## src/rtl/core/color_difference_edge_detect_unit_macros.svh

```systemverilog
// Assertion macros shared by the edge detector RTL.
`ifndef COLOR_DIFFERENCE_EDGE_DETECT_UNIT_MACROS_SVH
`define COLOR_DIFFERENCE_EDGE_DETECT_UNIT_MACROS_SVH

// Consequent checked in the same cycle as the antecedent.
`define CDED_ASSERT_SAME(name, ante, cons, msg) \
	name: assert property (@(posedge clk) disable iff (!arst_n) (ante) |-> (cons)) \
		else $error(msg);

// Consequent checked in the cycle after the antecedent.
`define CDED_ASSERT_NEXT(name, ante, cons, msg) \
	name: assert property (@(posedge clk) disable iff (!arst_n) (ante) |=> (cons)) \
		else $error(msg);

`endif

```

## src/rtl/core/cded_pkg.sv

```systemverilog
// Types and constants shared by the color difference edge detector.
package cded_pkg;

	localparam int RGB_W      = 24;
	localparam int ROW_OUT_W  = 12;
	localparam int COL_OUT_W  = 10;
	localparam int CFG_W_BITS = 11;
	localparam int CFG_H_BITS = 13;
	localparam int CFG_T_BITS = 9;
	localparam int CFG_DATA_W = 13;
	localparam int CFG_IDX_W  = 2;
	localparam int LIM_W      = 19;
	localparam int HROW_W     = 13;
	localparam int MAX_HEIGHT = 4096;

	localparam logic OP_PIXEL = 1'b0;
	localparam logic OP_DRAIN = 1'b1;

	localparam logic METRIC_MAX    = 1'b0;
	localparam logic METRIC_EUCLID = 1'b1;

	localparam logic [RGB_W-1:0] WHITE_RGB = 24'hFFFFFF;
	localparam logic [RGB_W-1:0] BLACK_RGB = 24'h000000;

	localparam logic [CFG_W_BITS-1:0] WIDTH_RST     = 11'd640;
	localparam logic [CFG_H_BITS-1:0] HEIGHT_RST    = 13'd480;
	localparam logic [CFG_T_BITS-1:0] THRESHOLD_RST = 9'd32;
	localparam logic                  MODE_RST      = METRIC_MAX;
	localparam logic [LIM_W-1:0]      LIM_RST       = LIM_W'((32 + 1) * (32 + 1));

	typedef enum logic [CFG_IDX_W-1:0] {
		REG_IMAGE_WIDTH    = 2'd0,
		REG_IMAGE_HEIGHT   = 2'd1,
		REG_EDGE_THRESHOLD = 2'd2,
		REG_METRIC_MODE    = 2'd3
	} cfg_reg_t;

	typedef logic [RGB_W-1:0] rgb_t;

	// Indexed [row][col]; row 0 is the upper line, col 2 the newest column.
	typedef rgb_t [2:0][2:0] win_t;

	typedef struct packed {
		logic operation;
		rgb_t pixel_rgb;
	} in_item_t;

	typedef struct packed {
		rgb_t                 edge_pixel;
		logic                 is_edge;
		logic [ROW_OUT_W-1:0] out_row;
		logic [COL_OUT_W-1:0] out_col;
		logic                 frame_end;
	} out_item_t;

	// Which neighbor rows and columns lie inside the image.
	typedef struct packed {
		logic [2:0] row_ok;
		logic       left_ok;
		logic       right_ok;
	} eval_ctl_t;

	typedef struct packed {
		logic                  mode;
		logic [CFG_T_BITS-1:0] thresh;
		logic [LIM_W-1:0]      lim;
	} metric_cfg_t;

endpackage

```

## src/rtl/core/cded_eval.sv

```systemverilog
// Compares the window center against its in-bounds neighbors.
module cded_eval
	import cded_pkg::*;
(
	input  win_t        view,
	input  eval_ctl_t   ctl,
	input  metric_cfg_t metric,
	output logic        hit
);

	logic [2:0]      col_ok;
	logic [2:0][2:0] hits;

	function automatic logic [7:0] absd(logic [7:0] a, logic [7:0] b);
		return (a > b) ? (a - b) : (b - a);
	endfunction

	function automatic logic differs(rgb_t p, rgb_t q, metric_cfg_t m);
		logic [7:0]  dr;
		logic [7:0]  dg;
		logic [7:0]  db;
		logic [17:0] sq;
		logic        res;
		dr = absd(p[23:16], q[23:16]);
		dg = absd(p[15:8], q[15:8]);
		db = absd(p[7:0], q[7:0]);
		sq = 18'(dr) * 18'(dr) + 18'(dg) * 18'(dg) + 18'(db) * 18'(db);
		if (m.mode == METRIC_EUCLID) begin
			res = LIM_W'(sq) >= m.lim;
		end else begin
			res = (CFG_T_BITS'(dr) > m.thresh) || (CFG_T_BITS'(dg) > m.thresh) ||
				(CFG_T_BITS'(db) > m.thresh);
		end
		return res;
	endfunction

	assign col_ok = {ctl.right_ok, 1'b1, ctl.left_ok};

	always_comb begin
		for (int r = 0; r < 3; r++) begin
			for (int c = 0; c < 3; c++) begin
				hits[r][c] = ctl.row_ok[r] && col_ok[c] && !((r == 1) && (c == 1)) &&
					differs(view[1][1], view[r][c], metric);
			end
		end
	end

	assign hit = |hits;

endmodule

```

## config.mk

```make
export PLATFORM = sky130hd
export DESIGN_NAME = cded_eval
export DESIGN_NICKNAME = d
export VERILOG_FILES = /design/src/rtl/core/color_difference_edge_detect_unit_macros.svh /design/src/rtl/core/cded_pkg.sv /design/src/rtl/core/cded_eval.sv
export SDC_FILE = /design/constraint.sdc
export NUM_CORES = 2
export LEC_CHECK = 0
export BUFFER_PORTS_ARGS = -buffer_cell sky130_fd_sc_hd__buf_2
export CORE_AREA = 5 5 420 319
export DETAILED_ROUTE_END_ITERATION = 10
export DIE_AREA = 0 0 425 324
export GPL_TIMING_DRIVEN = 0
export PLACE_DENSITY_LB_ADDON = 0.15
export SLEW_MARGIN = 10
export SYNTH_ARGS = -nofsm -noshare
export SYNTH_HDL_FRONTEND = slang
export SYNTH_SLANG_ARGS = --single-unit
export TNS_END_PERCENT = 100
```

## constraint.sdc

```tcl
create_clock -name vclk -period 15.2
set_input_delay 2.28 -clock vclk [all_inputs]
set_output_delay 2.28 -clock vclk [all_outputs]
set_load 0.02 [all_outputs]
```

Word level (Yosys, flattened, before mapping). Cells that the tools add are included.

Bits in read-only memories: 0. Word-level logic and storage cells: 207. Output and inout bits: 1. Bits in latches: 0. Memory bits (writable): 0. Memories kept: 0. Bits in registers: 0. Bits of input ports: 250.

Div/mod/pow operators: 0. $mul: 24. Equal/unequal tests: 0. Magnitude comparators: 56. Reduce and logical (&&, ||, !) cells: 31. Add/subtract/negate cells: 64. Shifts and indexed selects: 0. Bitwise gates (word level): 0. Mux-type cells: 32.

Operators with widths (number): 8-bit by 8-bit multiplier with 16-bit output (24); 8-bit subtractor (48); 8-bit by 9-bit > comparator with 1-bit output (24); 8-bit > comparator (24); 8-bit 2-to-1 mux (24); 18-bit by 19-bit >= comparator with 1-bit output (8); 16-bit by 16-bit adder with 17-bit output (8); 17-bit by 16-bit adder with 18-bit output (7); 18-bit by 16-bit adder with 18-bit output (1); 1-bit logical OR (16); 1-bit logical AND (14); 1-bit 2-to-1 mux (8); 8-bit OR reduction (1).

Longest topological paths before layout.
Word-level depth: 9. Mapped depth: 46.

Least setup slack after synthesis. OpenSTA, ideal clock, no wires.

Path kind: input-to-output. Start point: input port view[105] (netlist name). End point: output port hit. Stages on the path: 38. Path slack: 1.303 ns. Required time: 12.920 ns. Arrival time: 11.617 ns. Path buffers: 1. Cell sequence: inv_1 -> ha_1 -> nand4_1 -> o22a_1 -> o31a_1 -> buf_2 -> mux2_4 -> a2111o_1 -> nand2_2 -> xor2_4 -> nor2_1 -> ha_1 -> a31o_2 -> fa_1 -> fa_1 -> fa_1 -> fa_1 -> fa_1 -> [2 not listed] -> inv_1 -> ha_1 -> a21o_1 -> a31o_2 -> a41oi_1 -> a211oi_1 -> a21o_1 -> a21oi_1 -> xnor2_1 -> ha_1 -> a21o_1 -> a211o_1 -> nor2_1 -> o211ai_1 -> a21oi_1 -> or4_1 -> o2111a_1 -> nand4_1.

Longest elaborated chain between the ends: 9. Elaborated cells on any way between the ends: 105. Classes of those cells: 32 x add/sub; 8 x mul; 24 x order compare; 16 x mux; 25 x reduce/logical.

Ends and longest elaborated chain: start, declared (RTL line cded_eval.sv:5) `input win_t view,`; 8-bit subtractor or 8-bit > comparator (tied branches) (RTL line cded_eval.sv:15) `return (a > b) ? (a - b) : (b - a);`; 8-bit 2-to-1 mux (RTL line cded_eval.sv:15); 8-bit by 8-bit multiplier with 16-bit output (RTL line cded_eval.sv:27) `sq = 18'(dr) * 18'(dr) + 18'(dg) * 18'(dg) + 18'(db) * 18'(db);`; 16-bit by 16-bit adder with 17-bit output (RTL line cded_eval.sv:27); 18-bit by 16-bit adder with 18-bit output or 17-bit by 16-bit adder with 18-bit output (tied branches) (RTL line cded_eval.sv:27); 18-bit by 19-bit >= comparator with 1-bit output (RTL line cded_eval.sv:29) `res = LIM_W'(sq) >= m.lim;`; 1-bit 2-to-1 mux (RTL line cded_eval.sv:28) `if (m.mode == METRIC_EUCLID) begin`; 1-bit logical AND (RTL line cded_eval.sv:42) `hits[r][c] = ctl.row_ok[r] && col_ok[c] && !((r == 1) && (c == 1)) &&`; 8-bit OR reduction (*) (RTL line cded_eval.sv:48) `assign hit = |hits;`; end, declared (RTL line cded_eval.sv:8) `output logic hit`.

Mark *: on every way between the ends. The rest lies on a longest branch, timed or not.

Worst setup path after layout.
Start point: input port view[102] (netlist name). End point: output port hit.

Longest elaborated chain between the ends: 8. Elaborated cells on any way between the ends: 89. Classes of those cells: 24 x add/sub; 8 x mul; 24 x order compare; 16 x mux; 17 x reduce/logical.

Ends and longest elaborated chain (RTL line): 8-bit subtractor or 8-bit > comparator (tied branches) (cded_eval.sv:15); 8-bit 2-to-1 mux (cded_eval.sv:15); 8-bit by 8-bit multiplier with 16-bit output (cded_eval.sv:27); 18-bit by 16-bit adder with 18-bit output or 17-bit by 16-bit adder with 18-bit output (tied branches) (cded_eval.sv:27); 18-bit by 19-bit >= comparator with 1-bit output (cded_eval.sv:29); 1-bit 2-to-1 mux (cded_eval.sv:28); 1-bit logical AND (cded_eval.sv:42); 8-bit OR reduction (*) (cded_eval.sv:48).

Marks and branches as above.

==> report_table.html <==
<table>
<tr><th>Metric</th><th>Value</th></tr>
<tr><th colspan="2">Run status</th></tr>
<tr><td>Status</td><td>complete, no violations</td></tr>
<tr><th colspan="2">Floorplan</th></tr>
<tr><td>Row count</td><td>approximately 120</td></tr>
<tr><td>Number of top-level design ports</td><td>approximately 250</td></tr>
<tr><td>Die Y-Extent</td><td>around 320 µm</td></tr>
<tr><td>Starting density of the core</td><td>around half</td></tr>
<tr><td>Area enclosed by the die boundary</td><td>approximately 140000 µm²</td></tr>
<tr><td>Floorplan die width</td><td>roughly 430 µm</td></tr>
<tr><td>Core Area</td><td>about 130000 µm²</td></tr>
<tr><th colspan="2">STA</th></tr>
<tr><td>Relative slew slack</td><td>8.67%</td></tr>
<tr><td>Final TNS setup</td><td>0 ns</td></tr>
<tr><td>Hold Violations, Final</td><td>0</td></tr>
<tr><td>Least-Margin Pin Slew</td><td>1.37 ns</td></tr>
<tr><td>RSZ-0062 raised after global routing</td><td>true</td></tr>
<tr><td>Final setup fails</td><td>0</td></tr>
<tr><td>Share of the clock period used by the worst path after layout</td><td>a little over nine tenths</td></tr>
<tr><td>Crit path time final</td><td>between 15 and 20 ns</td></tr>
<tr><td>Upper clock frequency limit</td><td>around 67 MHz</td></tr>
<tr><td>Final-report max-slew violation count</td><td>0</td></tr>
<tr><th colspan="2">Yosys</th></tr>
<tr><td>Post-Synthesis Net Count</td><td>about 10k</td></tr>
<tr><td>Yosys Warn Count</td><td>0</td></tr>
<tr><td>Largest cells by area after synthesis</td><td>fa_1 33%, ha_1 26%, inv_1 12%</td></tr>
<tr><td>Library cell with the largest summed area after synthesis</td><td>fa_1</td></tr>
<tr><td>Area share of the largest cell type after synthesis</td><td>33.5%</td></tr>
<tr><td>Post-Syn Instances</td><td>around 7.6k</td></tr>
<tr><td>Post-synthesis average cell area</td><td>8.47 µm²</td></tr>
<tr><td>Cell Area, Synth</td><td>between 60000 and 70000 µm²</td></tr>
<tr><td>Count of cell types in the netlist</td><td>86</td></tr>
<tr><td>Seq/Total Area, Yosys</td><td>0%</td></tr>
<tr><th colspan="2">Setup path</th></tr>
<tr><td>Most frequent cell on the critical path</td><td>fa_2</td></tr>
<tr><td>Stage delay of the slowest cell on the critical path</td><td>0.57 ns</td></tr>
<tr><td>Kind of critical path</td><td>primary input to output port</td></tr>
<tr><td>Required @ worst endpoint</td><td>roughly 13 ns</td></tr>
<tr><td>Worst path arrival time</td><td>12.74 ns</td></tr>
<tr><td>Critical path endpoint category</td><td>output port</td></tr>
<tr><td>CP Launch Type</td><td>primary input</td></tr>
<tr><td>Maximum fanout encountered on the critical timing path</td><td>9</td></tr>
<tr><td>Slowest cell on crit path</td><td>fa_2</td></tr>
<tr><th colspan="2">Job</th></tr>
<tr><td>Max-cap check violation count</td><td>0</td></tr>
<tr><th colspan="2">Finish</th></tr>
<tr><td>Share of final-layout standard cells stronger than drive strength 1</td><td>roughly an eighth</td></tr>
<tr><td>Register area</td><td>0 µm²</td></tr>
<tr><td>Post-Layout Cell Count</td><td>9834</td></tr>
<tr><td>Seq Cell Count</td><td>0</td></tr>
<tr><td>Area of all placed cells without fillers</td><td>roughly 73000 µm²</td></tr>
<tr><td>Most frequent cells in the layout</td><td>1986 x inv_1, 1280 x ha_1, 1055 x fa_1</td></tr>
<tr><td>Layout clock buffers</td><td>0</td></tr>
<tr><td>Total area of multi-input combinational cells</td><td>59000 µm²</td></tr>
<tr><td>Final core occ</td><td>56.2%</td></tr>
<tr><td>Number of fill cells in the layout</td><td>12.2k</td></tr>
<tr><td>Most common cell after layout, fill and taps aside</td><td>inv_1</td></tr>
<tr><td>Synth-to-layout area growth</td><td>13.6%</td></tr>
<tr><td>Count of nets after finishing</td><td>approximately 11k</td></tr>
<tr><th colspan="2">GRT</th></tr>
<tr><td>Via count of the first global-routing pass</td><td>54.8k</td></tr>
<tr><td>Maximum number of pins on one net before global-route repair</td><td>25</td></tr>
<tr><td>Wire length of the first global-routing pass</td><td>around 330 mm</td></tr>
<tr><td>Total grt overflow</td><td>0</td></tr>
<tr><td>All-Layer GR Usage</td><td>31.4%</td></tr>
<tr><td>Antenna violations before repair</td><td>36</td></tr>
<tr><th colspan="2">Hold path</th></tr>
<tr><td>Worst min path class</td><td>primary input to output port</td></tr>
<tr><th colspan="2">Drt</th></tr>
<tr><td>Via total after detailed routing</td><td>54.1k</td></tr>
<tr><td>Remaining antenna violation count</td><td>0</td></tr>
<tr><td>Detailed-route wire length</td><td>about 220 mm</td></tr>
<tr><td>Initial DRC Count</td><td>3829</td></tr>
<tr><td>Per-cell routed wire length</td><td>approximately 22 µm</td></tr>
<tr><td>DR pass1 iterations</td><td>6</td></tr>
<tr><td>Post-detailed-route DRC marker count</td><td>0</td></tr>
<tr><td>Routed vias/inst</td><td>roughly 5.5</td></tr>
<tr><th colspan="2">Place</th></tr>
<tr><td>Port Buf Inserts</td><td>250</td></tr>
<tr><td>Placed cells</td><td>~9.6k</td></tr>
<tr><td>Post-detailed-placement half-perimeter wirelength</td><td>~180 mm</td></tr>
<tr><td>Weighted congestion at the end of routability-driven global placement</td><td>0.954</td></tr>
<tr><td>Total placed instance area</td><td>67800 µm²</td></tr>
<tr><th colspan="2">Clock network</th></tr>
<tr><td>Post-CTS Hold Fix Bufs</td><td>0</td></tr>
</table>
[cell families (layout without fill, tap and decap cells)]
family                   Yosys count  in the layout  synth area share [%]
AND/OR/NAND/NOR                 1506           1507                  10.6
adder cells (fa/ha/maj)         2385           2385                  59.0
AO/OA/AOI/OAI                   1141           1143                  11.6
other                              0             24                     0
XOR/XNOR                         293            293                  4.07
buffers and inverters           2108           2581                  12.4
multiplexers                     146            146                  2.33
[cells in the mapped netlist (18+ instances only)]
master	number
a2111oi_0	19
a211oi_1	46
a21o_1	167
a21oi_1	365
a31o_2	20
a31oi_1	26
and2_1	59
and3_1	43
clkbuf_1	36
fa_1	1073
ha_1	1312
inv_1	2038
mux2i_1	126
nand2_1	386
nand2b_1	33
nand3_1	69
nand4_1	80
nor2_1	607
nor2b_1	75
nor3_1	82
o211ai_1	18
o21a_1	31
o21ai_0	186
o21bai_1	73
o22ai_1	23
or3_1	23
xnor2_1	194
xor2_1	94
[per-stage QoR]
| step | hold WS [ns] | setup slack, ns |
|---|---|---|
| final | 5.32 | 0.183 |
| after global routing | 5.39 | -0.137 |
| after CTS | 5.36 | 0.00103 |
| after detailed placement | 5.38 | -2.30 |
| after global placement | 5.38 | -2.41 |
| after floorplan | 4.80 | 1.30 |
[critical path: cells and delay by family]
family / cells / cell delay [ns]
adder cells (fa/ha/maj): 10 / 4.52
AND/OR/NAND/NOR: 5 / 0.78
multiplexers: 1 / 0.18
XOR/XNOR: 2 / 0.37
AO/OA/AOI/OAI: 16 / 3.22
buffers and inverters: 9 / 1.32
[timing repair]
| action | 4_1_cts | 5_1_grt |
|---|---|---|
| endpoints found under the setup margin | 1 | 1 |
| gates resized for setup | 263 | 381 |
| buffers inserted | 109 | 119 |
| gates cloned | 0 | 3 |
| pin swaps | 39 | 151 |
[final timing paths]
check | startpoint | end | slack (ns) | depth (start not counted)
setup / recovery | view[102] | hit | 0.18 | 43
hold / removal | ctl[3] | hit | 5.32 | 5
[final cells by class]
class / count / share of cell area, %
multi-input combinational: 5474 / 80.9
inverter: 2050 / 10.7
timing repair buffer: 487 / 4.92
tap: 1755 / 3.01
buffer: 44 / 0.345
antenna: 24 / 0.0824
[metal layers]
layer | vias to the layer above | routed length, µm | part of all wire (%) | global-route usage, %
met1 | 26800 | 92100 | 42 | 42.2
li1 | 25000 | - | - | -
met3 | 398 | 17200 | 7.8 | 5.42
met5 | - | 39 | 0.018 | 0
met2 | 1903 | 96400 | 44 | 49.0
met4 | 6 | 13300 | 6.1 | 16.0
Power is not shown: default switching activity piles up to over one toggle a cycle in this logic, so the estimate is an artifact.
